==> config.mk <==
export PLATFORM = sky130hd
export DESIGN_NAME = kmp_pattern_matcher_flat
export DESIGN_NICKNAME = d
export VERILOG_FILES = /design/src/rtl/core/kmp_pkg.sv /design/src/rtl/core/kmp_if.sv /design/src/rtl/core/kmp_controller.sv /design/src/rtl/core/kmp_datapath.sv /design/src/rtl/core/kmp_pattern_matcher.sv /design/src/flat_wrapper.sv
export SDC_FILE = /design/constraint.sdc
export NUM_CORES = 1
export LEC_CHECK = 0
export ABC_CLOCK_PERIOD_IN_PS = 5200
export BUFFER_PORTS_ARGS = -buffer_cell sky130_fd_sc_hd__buf_2
export CELL_PAD_IN_SITES_DETAIL_PLACEMENT = 1
export CELL_PAD_IN_SITES_GLOBAL_PLACEMENT = 1
export CORE_UTILIZATION = 44
export DETAILED_ROUTE_END_ITERATION = 10
export GPL_ROUTABILITY_DRIVEN = 1
export PLACE_DENSITY_LB_ADDON = 0.2
export SLEW_MARGIN = 15
export SYNTH_ARGS = -nofsm -noshare
export SYNTH_HDL_FRONTEND = slang
export SYNTH_SLANG_ARGS = --single-unit
==> constraint.sdc <==
create_clock -name clock -period 5.2 [get_ports clock]
set_input_delay 1.04 -clock clock [delete_from_list [all_inputs] [get_ports clock]]
set_output_delay 1.04 -clock clock [all_outputs]
set_load 0.02 [all_outputs]
==> src/rtl/core/kmp_pkg.sv <==
// ----------------------------------------------------------------------------
// KMP matcher package
// Shared constants, types and helper functions of the streaming matcher.
// ----------------------------------------------------------------------------
package kmp_pkg;

   localparam int PATTERN_MAX_DEF   = 8;
   localparam int POSITION_BITS_DEF = 32;

   localparam int TEXT_BITS      = 8;
   localparam int START_BITS     = 32;
   localparam int PAT_BYTES      = 8;
   localparam int PAT_BITS       = 8 * PAT_BYTES;
   localparam int PAT_SEL_BITS   = 3;
   localparam int LENGTH_BITS    = 4;
   localparam int CSR_INDEX_BITS = 4;
   localparam int CSR_DATA_BITS  = PAT_BITS;

   localparam logic [CSR_INDEX_BITS-1:0] CSR_PATTERN_BYTES  = 4'd0;
   localparam logic [CSR_INDEX_BITS-1:0] CSR_PATTERN_LENGTH = 4'd1;

   typedef enum logic [1:0] {
      ST_DERIVE,
      ST_IDLE,
      ST_SCAN
   } kmp_state_type;

   typedef struct packed {
      logic req_ready;
      logic item_load;
      logic fallback;
      logic finish;
      logic derive_clear;
      logic derive_write;
   } kmp_cmd_type;

   typedef struct packed {
      logic cfg_hit;
      logic derive_last;
      logic mismatch;
      logic rsp_free;
   } kmp_status_type;

   function automatic logic [TEXT_BITS-1:0] pat_byte(input logic [PAT_BITS-1:0] pattern,
                                                     input logic [PAT_SEL_BITS-1:0] k);
      return pattern[TEXT_BITS*k +: TEXT_BITS];
   endfunction

   // Length of the longest proper prefix of the first n bytes that is also a suffix.
   function automatic logic [LENGTH_BITS-1:0] border_of(input logic [PAT_BITS-1:0] pattern,
                                                        input logic [LENGTH_BITS-1:0] n);
      logic [LENGTH_BITS-1:0]  best;
      logic                    hit;
      logic [PAT_SEL_BITS-1:0] k;
      best = '0;
      for (int l = 1; l < PAT_BYTES; l++) begin
         hit = (LENGTH_BITS'(l) < n);
         for (int i = 0; i < PAT_BYTES - 1; i++) begin
            k = PAT_SEL_BITS'(n - LENGTH_BITS'(l) + LENGTH_BITS'(i));
            if (i < l && pat_byte(pattern, PAT_SEL_BITS'(i)) != pat_byte(pattern, k)) begin
               hit = 1'b0;
            end
         end
         if (hit) begin
            best = LENGTH_BITS'(l);
         end
      end
      return best;
   endfunction

endpackage

==> src/rtl/core/kmp_if.sv <==
// ----------------------------------------------------------------------------
// KMP matcher channels
// Valid/ready channels for text bytes and for match results.
// ----------------------------------------------------------------------------
interface kmp_req_if;
   import kmp_pkg::*;

   logic                 valid;
   logic                 ready;
   logic [TEXT_BITS-1:0] text_char;
   logic                 restart;

   modport source (output valid, output text_char, output restart, input ready);
   modport sink (input valid, input text_char, input restart, output ready);
endinterface

interface kmp_rsp_if;
   import kmp_pkg::*;

   logic                  valid;
   logic                  ready;
   logic                  match_found;
   logic [START_BITS-1:0] match_start;

   modport source (output valid, output match_found, output match_start, input ready);
   modport sink (input valid, input match_found, input match_start, output ready);
endinterface

==> src/rtl/core/kmp_controller.sv <==
// ----------------------------------------------------------------------------
// KMP matcher controller
// Sequences the failure table derivation and the per-byte matching steps.
// ----------------------------------------------------------------------------
module kmp_controller (
   input  logic                    clock,
   input  logic                    reset,
   input  logic                    req_valid,
   input  kmp_pkg::kmp_status_type status,
   output kmp_pkg::kmp_cmd_type    cmd
);
   import kmp_pkg::*;

   kmp_state_type state_ff, state_in;

   always_ff @(posedge clock) begin
      if (reset) begin
         state_ff <= ST_DERIVE;
      end else begin
         state_ff <= state_in;
      end
   end

   always_comb begin
      state_in = state_ff;
      if (status.cfg_hit) begin
         state_in = ST_DERIVE;
      end else begin
         case (state_ff)
            ST_DERIVE: begin
               if (status.derive_last) begin
                  state_in = ST_IDLE;
               end
            end
            ST_IDLE: begin
               if (req_valid) begin
                  state_in = ST_SCAN;
               end
            end
            ST_SCAN: begin
               if (!status.mismatch && status.rsp_free) begin
                  state_in = ST_IDLE;
               end
            end
            default: begin
               state_in = ST_DERIVE;
            end
         endcase
      end
   end

   always_comb begin
      cmd = '0;
      cmd.derive_clear = status.cfg_hit;
      case (state_ff)
         ST_DERIVE: begin
            cmd.derive_write = 1'b1;
         end
         ST_IDLE: begin
            cmd.req_ready = !status.cfg_hit;
            cmd.item_load = req_valid && !status.cfg_hit;
         end
         ST_SCAN: begin
            cmd.fallback = status.mismatch;
            cmd.finish   = !status.mismatch && status.rsp_free;
         end
         default: begin
            cmd = '0;
         end
      endcase
   end

endmodule

==> src/rtl/core/kmp_datapath.sv <==
// ----------------------------------------------------------------------------
// KMP matcher datapath
// Pattern registers, failure table, match state, position and result register.
// ----------------------------------------------------------------------------
module kmp_datapath #(
   parameter int PATTERN_MAX   = kmp_pkg::PATTERN_MAX_DEF,
   parameter int POSITION_BITS = kmp_pkg::POSITION_BITS_DEF
) (
   input  logic                                 clock,
   input  logic                                 reset,
   input  kmp_pkg::kmp_cmd_type                 cmd,
   output kmp_pkg::kmp_status_type              status,
   input  logic [kmp_pkg::TEXT_BITS-1:0]        req_text_char,
   input  logic                                 req_restart,
   input  logic                                 rsp_ready,
   output logic                                 rsp_valid,
   output logic                                 rsp_match_found,
   output logic [kmp_pkg::START_BITS-1:0]       rsp_match_start,
   input  logic                                 csr_we,
   input  logic [kmp_pkg::CSR_INDEX_BITS-1:0]   csr_index,
   input  logic [kmp_pkg::CSR_DATA_BITS-1:0]    csr_wdata
);
   import kmp_pkg::*;

   localparam int LEN_BITS  = $clog2(PATTERN_MAX + 1);
   localparam int IDX_BITS  = (PATTERN_MAX > 1) ? $clog2(PATTERN_MAX) : 1;
   localparam int FAIL_MASK = (PATTERN_MAX - 1) % PATTERN_MAX;

   logic [PAT_BITS-1:0]      pattern_ff, pattern_in;
   logic [LENGTH_BITS-1:0]   length_ff, length_in;
   logic [LEN_BITS-1:0]      tbl_ff [PATTERN_MAX];
   logic [LEN_BITS-1:0]      tbl_wr_in;
   logic [IDX_BITS-1:0]      cnt_ff, cnt_in;
   logic [LEN_BITS-1:0]      matched_ff, matched_in;
   logic [LEN_BITS-1:0]      j_ff, j_in;
   logic [POSITION_BITS-1:0] pos_ff, pos_in;
   logic [TEXT_BITS-1:0]     char_ff, char_in;
   logic                     rsp_valid_ff, rsp_valid_in;
   logic                     found_ff, found_in;
   logic [START_BITS-1:0]    start_ff, start_in;

   logic [LEN_BITS-1:0]      eff_len;
   logic [LEN_BITS-1:0]      j_adv;
   logic [LEN_BITS-1:0]      tbl_rd;
   logic [IDX_BITS-1:0]      tbl_addr;
   logic                     pat_eq;
   logic                     cfg_hit;
   logic                     mismatch;

   assign cfg_hit = csr_we && (csr_index == CSR_PATTERN_BYTES ||
                               csr_index == CSR_PATTERN_LENGTH);

   // A length of zero behaves as one and anything above the maximum as the maximum.
   always_comb begin
      if (length_ff == '0) begin
         eff_len = LEN_BITS'(1);
      end else if (length_ff > LENGTH_BITS'(PATTERN_MAX)) begin
         eff_len = LEN_BITS'(PATTERN_MAX);
      end else begin
         eff_len = LEN_BITS'(length_ff);
      end
   end

   assign pat_eq   = (char_ff == pat_byte(pattern_ff, PAT_SEL_BITS'(j_ff)));
   assign mismatch = (j_ff != '0) && !pat_eq;
   assign j_adv    = pat_eq ? LEN_BITS'(j_ff + LEN_BITS'(1)) : j_ff;

   assign tbl_addr = mismatch ? IDX_BITS'((j_ff - LEN_BITS'(1)) & LEN_BITS'(FAIL_MASK))
                              : IDX_BITS'(eff_len - LEN_BITS'(1));
   assign tbl_rd    = tbl_ff[tbl_addr];
   assign tbl_wr_in = LEN_BITS'(border_of(pattern_ff, LENGTH_BITS'(cnt_ff) + LENGTH_BITS'(1)));

   always_comb begin
      pattern_in   = pattern_ff;
      length_in    = length_ff;
      cnt_in       = cnt_ff;
      matched_in   = matched_ff;
      j_in         = j_ff;
      pos_in       = pos_ff;
      char_in      = char_ff;
      rsp_valid_in = rsp_valid_ff;
      found_in     = found_ff;
      start_in     = start_ff;

      if (csr_we && csr_index == CSR_PATTERN_BYTES) begin
         pattern_in = csr_wdata;
      end
      if (csr_we && csr_index == CSR_PATTERN_LENGTH) begin
         length_in = csr_wdata[LENGTH_BITS-1:0];
      end

      if (cmd.derive_clear) begin
         cnt_in = '0;
      end else if (cmd.derive_write) begin
         cnt_in = IDX_BITS'(cnt_ff + IDX_BITS'(1));
      end

      if (rsp_ready) begin
         rsp_valid_in = 1'b0;
      end

      if (cmd.item_load) begin
         char_in = req_text_char;
         if (req_restart || matched_ff >= eff_len) begin
            j_in = '0;
         end else begin
            j_in = matched_ff;
         end
         if (req_restart) begin
            pos_in = '0;
         end
      end

      if (cmd.fallback) begin
         j_in = tbl_rd;
      end

      if (cmd.finish) begin
         rsp_valid_in = 1'b1;
         pos_in       = pos_ff + POSITION_BITS'(1);
         if (j_adv == eff_len) begin
            found_in   = 1'b1;
            start_in   = START_BITS'(pos_ff - POSITION_BITS'(eff_len) + POSITION_BITS'(1));
            matched_in = tbl_rd;
         end else begin
            found_in   = 1'b0;
            start_in   = '0;
            matched_in = j_adv;
         end
      end

      if (cfg_hit) begin
         matched_in = '0;
      end
   end

   always_ff @(posedge clock) begin
      if (reset) begin
         pattern_ff   <= '0;
         length_ff    <= LENGTH_BITS'(1);
         cnt_ff       <= '0;
         matched_ff   <= '0;
         pos_ff       <= '0;
         rsp_valid_ff <= 1'b0;
      end else begin
         pattern_ff   <= pattern_in;
         length_ff    <= length_in;
         cnt_ff       <= cnt_in;
         matched_ff   <= matched_in;
         pos_ff       <= pos_in;
         rsp_valid_ff <= rsp_valid_in;
      end
   end

   always_ff @(posedge clock) begin
      j_ff     <= j_in;
      char_ff  <= char_in;
      found_ff <= found_in;
      start_ff <= start_in;
      if (cmd.derive_write) begin
         tbl_ff[cnt_ff] <= tbl_wr_in;
      end
   end

   assign status.cfg_hit     = cfg_hit;
   assign status.derive_last = (cnt_ff == IDX_BITS'(PATTERN_MAX - 1));
   assign status.mismatch    = mismatch;
   assign status.rsp_free    = !rsp_valid_ff || rsp_ready;

   assign rsp_valid       = rsp_valid_ff;
   assign rsp_match_found = found_ff;
   assign rsp_match_start = start_ff;

endmodule

==> src/rtl/core/kmp_pattern_matcher.sv <==
// ----------------------------------------------------------------------------
// KMP pattern matcher
// Streaming Knuth-Morris-Pratt search of a configured pattern in a byte text.
// ----------------------------------------------------------------------------
// Every accepted text byte yields one result transaction, which flags whether
// the pattern ends at that byte and, if so, the position where the match
// began; overlapping matches are reported. A taken byte is scanned with at
// most PATTERN_MAX - 1 fallbacks through the failure table, one per cycle as
// the table has a single read port; the result is written once the output
// register is free. The next byte is taken while a result still waits on the
// output register. After reset and after every write of the pattern or its
// length, the failure table is rebuilt one entry a cycle, and no byte is
// accepted until all PATTERN_MAX entries are written. A write clears the
// matched length but keeps the text position.
// ----------------------------------------------------------------------------
module kmp_pattern_matcher #(
   parameter int PATTERN_MAX   = kmp_pkg::PATTERN_MAX_DEF,
   parameter int POSITION_BITS = kmp_pkg::POSITION_BITS_DEF
) (
   input  logic                                clock,
   input  logic                                reset,
   kmp_req_if.sink                             req_if,
   kmp_rsp_if.source                           rsp_if,
   input  logic                                csr_we,
   input  logic [kmp_pkg::CSR_INDEX_BITS-1:0]  csr_index,
   input  logic [kmp_pkg::CSR_DATA_BITS-1:0]   csr_wdata
);
   import kmp_pkg::*;

   kmp_cmd_type    cmd;
   kmp_status_type status;

   kmp_controller u_controller (
      .clock     (clock),
      .reset     (reset),
      .req_valid (req_if.valid),
      .status    (status),
      .cmd       (cmd)
   );

   kmp_datapath #(
      .PATTERN_MAX   (PATTERN_MAX),
      .POSITION_BITS (POSITION_BITS)
   ) u_datapath (
      .clock           (clock),
      .reset           (reset),
      .cmd             (cmd),
      .status          (status),
      .req_text_char   (req_if.text_char),
      .req_restart     (req_if.restart),
      .rsp_ready       (rsp_if.ready),
      .rsp_valid       (rsp_if.valid),
      .rsp_match_found (rsp_if.match_found),
      .rsp_match_start (rsp_if.match_start),
      .csr_we          (csr_we),
      .csr_index       (csr_index),
      .csr_wdata       (csr_wdata)
   );

   assign req_if.ready = cmd.req_ready;

endmodule

==> src/flat_wrapper.sv <==
// flat-port wrapper written by rule: the top's interface ports become plain ports
module kmp_pattern_matcher_flat import kmp_pkg::*;
#(
   parameter int PATTERN_MAX   = kmp_pkg::PATTERN_MAX_DEF,
   parameter int POSITION_BITS = kmp_pkg::POSITION_BITS_DEF
)
  (clock, reset, csr_we, csr_index, csr_wdata, req_if_valid, req_if_text_char, req_if_restart, req_if_ready, rsp_if_valid, rsp_if_match_found, rsp_if_match_start, rsp_if_ready);
  kmp_req_if req_if_i ();
  kmp_rsp_if rsp_if_i ();
  input  logic clock;
  input  logic reset;
  input  logic csr_we;
  input  logic [kmp_pkg::CSR_INDEX_BITS-1:0] csr_index;
  input  logic [kmp_pkg::CSR_DATA_BITS-1:0] csr_wdata;
  input wire logic [$bits(req_if_i.valid)-1:0] req_if_valid;
  input wire logic [$bits(req_if_i.text_char)-1:0] req_if_text_char;
  input wire logic [$bits(req_if_i.restart)-1:0] req_if_restart;
  output wire logic [$bits(req_if_i.ready)-1:0] req_if_ready;
  output wire logic [$bits(rsp_if_i.valid)-1:0] rsp_if_valid;
  output wire logic [$bits(rsp_if_i.match_found)-1:0] rsp_if_match_found;
  output wire logic [$bits(rsp_if_i.match_start)-1:0] rsp_if_match_start;
  input wire logic [$bits(rsp_if_i.ready)-1:0] rsp_if_ready;
  assign req_if_i.valid = req_if_valid;
  assign req_if_i.text_char = req_if_text_char;
  assign req_if_i.restart = req_if_restart;
  assign req_if_ready = req_if_i.ready;
  assign rsp_if_valid = rsp_if_i.valid;
  assign rsp_if_match_found = rsp_if_i.match_found;
  assign rsp_if_match_start = rsp_if_i.match_start;
  assign rsp_if_i.ready = rsp_if_ready;
  kmp_pattern_matcher #(.PATTERN_MAX(PATTERN_MAX), .POSITION_BITS(POSITION_BITS)) u_core (.clock(clock), .reset(reset), .req_if(req_if_i), .rsp_if(rsp_if_i), .csr_we(csr_we), .csr_index(csr_index), .csr_wdata(csr_wdata));
endmodule
Word level (Yosys, flattened, before mapping)
Memories as Yosys holds them, arrays and structs flattened.
Index checks and enable logic that the tools add are counted.
Storage, ports and cells
  register bits: 155
  bits in latches: 0
  memory bits (writable): 32
  memory bits (read-only): 0
  bits of input ports: 82
  output and inout bits: 35
  logic and storage cells: 208
  memories: 1
Memories
  u_core.u_datapath.tbl_ff: words 8, bits a word 4, rd ports 1, clocked after memory_dff 0, write ports 1, RTL line kmp_datapath.sv:31  | logic [LEN_BITS-1:0] tbl_ff [PATTERN_MAX];
Cells by class
  $add $sub $neg: 36
  $mul: 0
  div/mod/pow operators: 0
  $lt $le $gt $ge: 9
  eq/ne operators: 37
  shifts and indexed selects: 29
  muxes and demuxes: 59
  bitwise gates (word level): 0
  reductions and logical operators: 26
Operators with widths (count)
  64-bit by 7-bit variable part select with 8-bit output: 29
  8-bit != test: 28
  32-bit 2-to-1 mux: 3
  32-bit by 1-bit adder with 32-bit output, second input constant: 2
  1-bit 2-to-1 mux: 36
  4-bit 2-to-1 mux: 8
  32-bit by 4-bit subtractor with 32-bit output: 1
  3-bit by 2-bit adder with 3-bit output, second input constant: 9
  3-bit by 1-bit adder with 3-bit output, second input constant: 7
  3-bit adder, second input constant: 6
  3-bit by 4-bit < comparator with 1-bit output, first input constant: 4
  2-bit 2-to-1 mux: 7
  3-bit 2-to-1 mux: 4
  3-bit subtractor, second input constant: 4
  3-bit by 1-bit subtractor with 3-bit output, second input constant: 3
  8-bit == test: 1
  4-bit logical NOT: 2
  2-bit by 4-bit < comparator with 1-bit output, first input constant: 2
  2-bit nonzero test: 4
  1-bit logical AND: 6
  2-bit one-hot mux with 3 select lines: 1
  3-bit by 2-bit subtractor with 3-bit output, second input constant: 2
  3-bit by 1-bit adder with 4-bit output, second input constant: 1
  4-bit by 1-bit adder with 4-bit output, second input constant: 1
  18 further kinds: 25

Depth between registers and ports, before layout
  depth in word-level cells: 12
  gate-level depth with buffers: 21
  mapped depth without buffers: 15

Modules after synthesis
Synthesis repeated with hierarchy kept, for this count alone.
Unflattened totals
  cell total of the unflattened synthesis: 1795
  area, all modules: 16990.0 um^2
By module, submodules not included
  kmp_datapath: times used 1, cells each 1778, area an instance 16826.1 um^2, seq. area each 4234.1 um^2
  kmp_controller: times used 1, cells each 17, area an instance 163.9 um^2, seq. area each 40.0 um^2

Least setup slack after synthesis
No wires, ideal clock.
  kind: register to register
  start point: reg u_core.u_datapath.cnt_ff[0]
  end point: mem u_core.u_datapath.tbl_ff[0][0] in the netlist's numbering (data pin)
  setup time: 0.281 ns
  arrival: 4.617 ns
  required time: 4.919 ns
  setup slack: 0.302 ns
  cell stages (with the launch flop): 21
  path buffers: 8
  clock period less this slack: 4.898 ns
  cell sequence: dfxtp_1 > buf_6 > buf_6 > buf_4 > buf_2 > clkbuf_1 > inv_1 > ha_1 > buf_2 > buf_2 > buf_2 > mux4_2 > mux2i_1 > xnor2_1 > nor4_1 > nand4_1 > nor4_1 > nand4_1 > nand2_1 > a21oi_1 > or2_1
On the way
  longest elaborated chain between the ends: 12
  elaborated cells on any way between the ends: 127
  classes of those cells: 29 x add/sub; 7 x order compare; 28 x eq/ne; 28 x shift; 35 x mux
RTL lines
  from (decl): RTL line kmp_datapath.sv:33  | logic [IDX_BITS-1:0] cnt_ff, cnt_in;
  from (signal assigned): RTL line kmp_datapath.sv:148  | cnt_ff <= cnt_in;
  3-bit by 1-bit adder with 4-bit output (*): RTL line kmp_datapath.sv:71  | assign tbl_wr_in = LEN_BITS'(border_of(pattern_ff, LENGTH_BITS'(cnt_ff) + LENGTH_BITS'(1)));
  3-bit by 2-bit subtractor with 3-bit output (tied with other cells)
  3-bit by 1-bit adder with 3-bit output or 64-bit by 7-bit variable part select with 8-bit output (tied branches): RTL line kmp_pkg.sv:59, kmp_pkg.sv:46
  64-bit by 7-bit variable part select with 8-bit output or 8-bit != test (tied branches): RTL line kmp_pkg.sv:46, kmp_pkg.sv:60
  8-bit != test or 1-bit 2-to-1 mux (tied branches): RTL line kmp_pkg.sv:60  | if (i < l && pat_byte(pattern, PAT_SEL_BITS'(i)) != pat_byte(pattern, k)) begin
  1-bit 2-to-1 mux (on tied branches): RTL line kmp_pkg.sv:60, kmp_pkg.sv:64
  2-bit 2-to-1 mux or 1-bit 2-to-1 mux (tied branches) (2 in a row): RTL line kmp_pkg.sv:64, kmp_pkg.sv:60
  3-bit 2-to-1 mux or 1-bit 2-to-1 mux (tied branches) (3 in a row): RTL line kmp_pkg.sv:64, kmp_pkg.sv:60
  4-bit 2-to-1 mux (*): RTL line kmp_pkg.sv:64  | if (hit) begin
  named net u_core.u_datapath.tbl_wr_in[0]: RTL line kmp_datapath.sv:32  | logic [LEN_BITS-1:0] tbl_wr_in;
  to (decl): RTL line kmp_datapath.sv:31
Mark *: on every way through the listed nets, which the timed path passes. The rest lies on a longest branch.

Final worst setup path
  start point: reg u_core.u_datapath.j_ff[2]
  end point: reg u_core.u_datapath.j_ff[1] (data pin)
On the way
  longest elaborated chain between the ends: 7
  elaborated cells on any way between the ends: 10
  classes of those cells: 1 x add/sub; 1 x eq/ne; 1 x shift; 3 x mux; 3 x reduce/logical; 1 x memory
RTL lines
  from (decl): RTL line kmp_datapath.sv:35  | logic [LEN_BITS-1:0] j_ff, j_in;
  from (signal assigned): RTL line kmp_datapath.sv:156  | j_ff <= j_in;
  64-bit by 7-bit variable part select with 8-bit output: RTL line kmp_pkg.sv:46  | return pattern[TEXT_BITS*k +: TEXT_BITS];
  8-bit == test: RTL line kmp_datapath.sv:64  | assign pat_eq = (char_ff == pat_byte(pattern_ff, PAT_SEL_BITS'(j_ff)));
  1-bit logical NOT: RTL line kmp_datapath.sv:65  | assign mismatch = (j_ff != '0) && !pat_eq;
  1-bit logical AND: RTL line kmp_datapath.sv:65
  3-bit 2-to-1 mux: RTL line kmp_datapath.sv:68  | assign tbl_addr = mismatch ? IDX_BITS'((j_ff - LEN_BITS'(1)) & LEN_BITS'(FAIL_MASK))
  memory read 8 x 4 bit
  4-bit 2-to-1 mux (*): RTL line kmp_datapath.sv:114  | if (cmd.fallback) begin
  named net u_core.u_datapath.j_in[1]: RTL line kmp_datapath.sv:35
Marked as above.
A chain may end at the register's enable or synchronous reset.

==> metrics.md <==
| Metric | Value |
|---|---|
| Area share of the largest cell type after synthesis | `0.134` |
| Setup Crit Path Kind | `register to register` |
| FILL cells | `4394` |
| Clock Path Buffers | `2` |
| Cell Int Power | `2.69 mW` |
| DPL Wire Length | `50900 µm` |
| Sequential share of power | `0.380` |
| First-pass GRT wire length | `100000 µm` |
| RSZ-0062 raised after global routing | `no` |
| Main combinational cell family by area after synthesis | `multiplexers` |
| Clock sink total | `179` |
| Worst Path Max Fanout | `33` |
| Final hold violation count | `0` |
| Most common cell after layout, fill and taps aside | `nand2_1` |
| First-pass DRT Iterations | `5` |
| Tmin final | `4.93 ns` |
| Hold buffers post-CTS | `0` |
| Max-capacitance violation count | `0` |
| Vias in the first global route | `15800` |
| Number of enable flip-flop cells after synthesis | `69` |
| Syn Inst Count | `1846` |
| Synth area leaders | `mux4_2, dfxtp_1, edfxtp_1, mux2i_1, xnor2_1` |
| GRT Overall Usage | `0.344` |
| Worst EP arrival | `5.14 ns` |
| Dpl ws | `0.165 ns` |
| Crit path capture type | `register` |
| FF+latch count, synth | `179` |
| Pwr dens | `210 nW/µm²` |
| Status | `complete, no violations` |
| CTS tree | `yes` |
| Ports | `117` |
| RePlAce Congestion | `1.03` |
| Reg area | `4280 µm²` |
| Site Rows | `71` |
| Routed vias/inst | `6.34` |
| Synth Area in Compound Gates | `0.108` |
| Multi-input gate area in the final layout | `12000 µm²` |
| Die height | `199 µm` |
| CORE AREA | `37900 µm²` |
| Post-DRT Antenna Nets | `0` |
| Comb pwr share | `0.283` |
| Critical path required time | `5.40 ns` |
| Synth Area in Simple Gates | `0.162` |
| Post-synthesis mux area share | `0.242` |
| 1st-iter DRT viols | `1400` |
| Share of cells above drive strength 1 | `0.194` |
| Slew HR | `0.247` |
| Xor and xnor area share after synthesis | `0.129` |
| Syn Area/Cell | `9.26 µm²` |
| Cell Area, Synth | `17100 µm²` |
| Synth area leader | `mux4_2` |
| WL per Instance | `27.1 µm` |
| Final setup violation count | `0` |
| Slew Limit Fails | `0` |
| Most frequent cells in the layout | `nand2_1, mux2i_1, a21oi_1` |
| Peak supply drop | `0.000249 V` |
| Tightest Pin Transition | `1.13 ns` |
| Post-synthesis cell type count | `81` |
| Setup ws final | `0.268 ns` |
| Primary FF master, synth | `dfxtp_1` |
| Post-Synth Adder-Cell Area | `0.0581` |
| Syn Nets | `2006` |
| Final WL | `66500 µm` |
| Crit path launch type | `register` |
| Initial Util | `0.451` |
| CTS Buf Count | `17` |
| Yosys warnings | `0` |
| Root buf cell | `clkbuf_16` |
| H-tree Lvls | `4` |
| Nets | `2091` |
| Die X | `199 µm` |
| Worst-skew pair later-pin latency | `0.48 ns` |
| Min-delay worst type | `register to register` |
| # DRC | `0` |
| Pin count of the biggest net entering global routing | `101` |
| Total number of vias | `15600` |
| FFs w/ async S/R, synth | `0` |
| IO Port Bufs | `116` |
| Switching Power | `1.33 mW` |
| Max Clk Rate | `203 MHz` |
| Worst Skew | `0.0138 ns` |
| Sequential area share after synthesis | `0.250` |
| Initial antenna violation count | `3` |
| Clock transition at path regs | `0.07 ns` |
| Final period utilization | `0.948` |
| Synthesis-to-finish area growth | `11.8%` |
| Clk network pwr share | `0.337` |
| Leak pwr | `7.51 nW` |
| Net Sw Frac | `0.330` |
| Post-Route Setup TNS | `0 ns` |
| DIE AREA | `39600 µm²` |
| Grt total ovfl | `0` |
==> synth_stat cells (44+ instances only) <==
cell	count
a21oi_1	137
clkbuf_1	89
dfxtp_1	110
edfxtp_1	69
ha_1	77
inv_1	58
mux2i_1	174
mux4_2	102
nand2_1	199
nand3_1	60
nor2_1	84
nor3_1	44
xnor2_1	123
xor2_1	117
==> what timing repair did <==
item / 4_1_cts / 5_1_grt
gates resized for setup: 0 / 1
endpoints found under the setup margin: 0 / 3
setup buffers: 0 / 3
==> kinds of logic (layout without fill, tap and decap cells) <==
group                    after synthesis  after routing
adder cells (fa/ha/maj)               79             79
AO/OA/AOI/OAI                        296            296
AND/OR/NAND/NOR                      558            558
other                                  0              2
flip-flops                           179            179
XOR/XNOR                             245            245
multiplexers                         285            285
buffers and inverters                204            302
==> final timing paths <==
kind	startpoint	endpoint	slack, ns	cells after the start
max	u_core.u_datapath.j_ff[2]$_DFFE_PP_	u_core.u_datapath.j_ff[1]$_DFFE_PP_	0.27	14
min	u_core.u_datapath.matched_ff[3]$_SDFFE_PP0P_	u_core.u_datapath.matched_ff[3]$_SDFFE_PP0P_	0.48	2
max reg2reg	u_core.u_datapath.j_ff[2]$_DFFE_PP_	u_core.u_datapath.j_ff[1]$_DFFE_PP_	0.27	14
min reg2reg	u_core.u_datapath.matched_ff[3]$_SDFFE_PP0P_	u_core.u_datapath.matched_ff[3]$_SDFFE_PP0P_	0.48	2
==> registers in the layout, summed over array words and instances (netlist names) <==
name                               count
u_core.u_datapath.rsp_match_found      1
u_core.u_datapath.cnt_ff               3
u_core.u_datapath.rsp_match_start     32
u_core.u_datapath.tbl_ff              24
u_core.u_datapath.rsp_valid            1
u_core.u_datapath.matched_ff           4
u_core.u_datapath.char_ff              8
u_core.u_datapath.j_ff                 4
u_core.u_controller.state_ff           2
u_core.u_datapath.pos_ff              32
u_core.u_datapath.length_ff            4
u_core.u_datapath.pattern_ff          64
==> cell type report <==
class	count	share of cell area
sequential	179	0.224
clock buffer	18	0.0225
multi-input combinational	1463	0.628
inverter	58	0.0114
clock inverter	14	0.00799
antenna	2	0.000262
timing repair buffer	212	0.0723
tap	511	0.0334
==> stage by stage <==
stage	hold WS, ns	cells	power (mW)	cell area, µm²	util
CTS	0.487	2452	4.03	19100	0.503
detailed placement	0.475	2420	2.68	18500	0.488
global route	0.518	2455	4.14	19100	0.504
global placement	0.456	2420	2.66	18500	0.488
finish	0.483	2457	4.02	19100	0.504
floorplan	0.441	1846	2.28	17100	-
==> critical path: stages, from the launching register on <==
cell      delay (ns)
edfxtp_1        0.54
buf_6           0.39
mux2i_1         0.43
a22oi_1         0.17
and3_1          0.22
o22a_1          0.22
and4_1          0.28
nor3_1          0.46
nor2_2          0.12
ha_1            0.25
and3_1          0.20
a211oi_4        0.39
mux4_2          0.39
mux2i_1         0.38
o21ai_0         0.17
==> power by group through the flow <==
stage                     clock network (mW)  registers (mW)  logic, mW
after floorplan                            0            1.53      0.745
after global placement                     0            1.56       1.10
after detailed placement                   0            1.56       1.12
after CTS                               1.38            1.53       1.12
after global routing                    1.42            1.53       1.19
final                                   1.36            1.53       1.14
==> routing by layer <==
layer | part of all wire | up-vias | wire, µm | GRT usage
met1 | 0.45 | 7897 | 29800 | 0.477
li1 | - | 6902 | - | -
met5 | 0 | - | 0 | 0
met3 | 0.084 | 113 | 5570 | 0.0803
met4 | 0.036 | 0 | 2420 | 0.135
met2 | 0.43 | 672 | 28700 | 0.513
(Power assumes the default switching activity.)
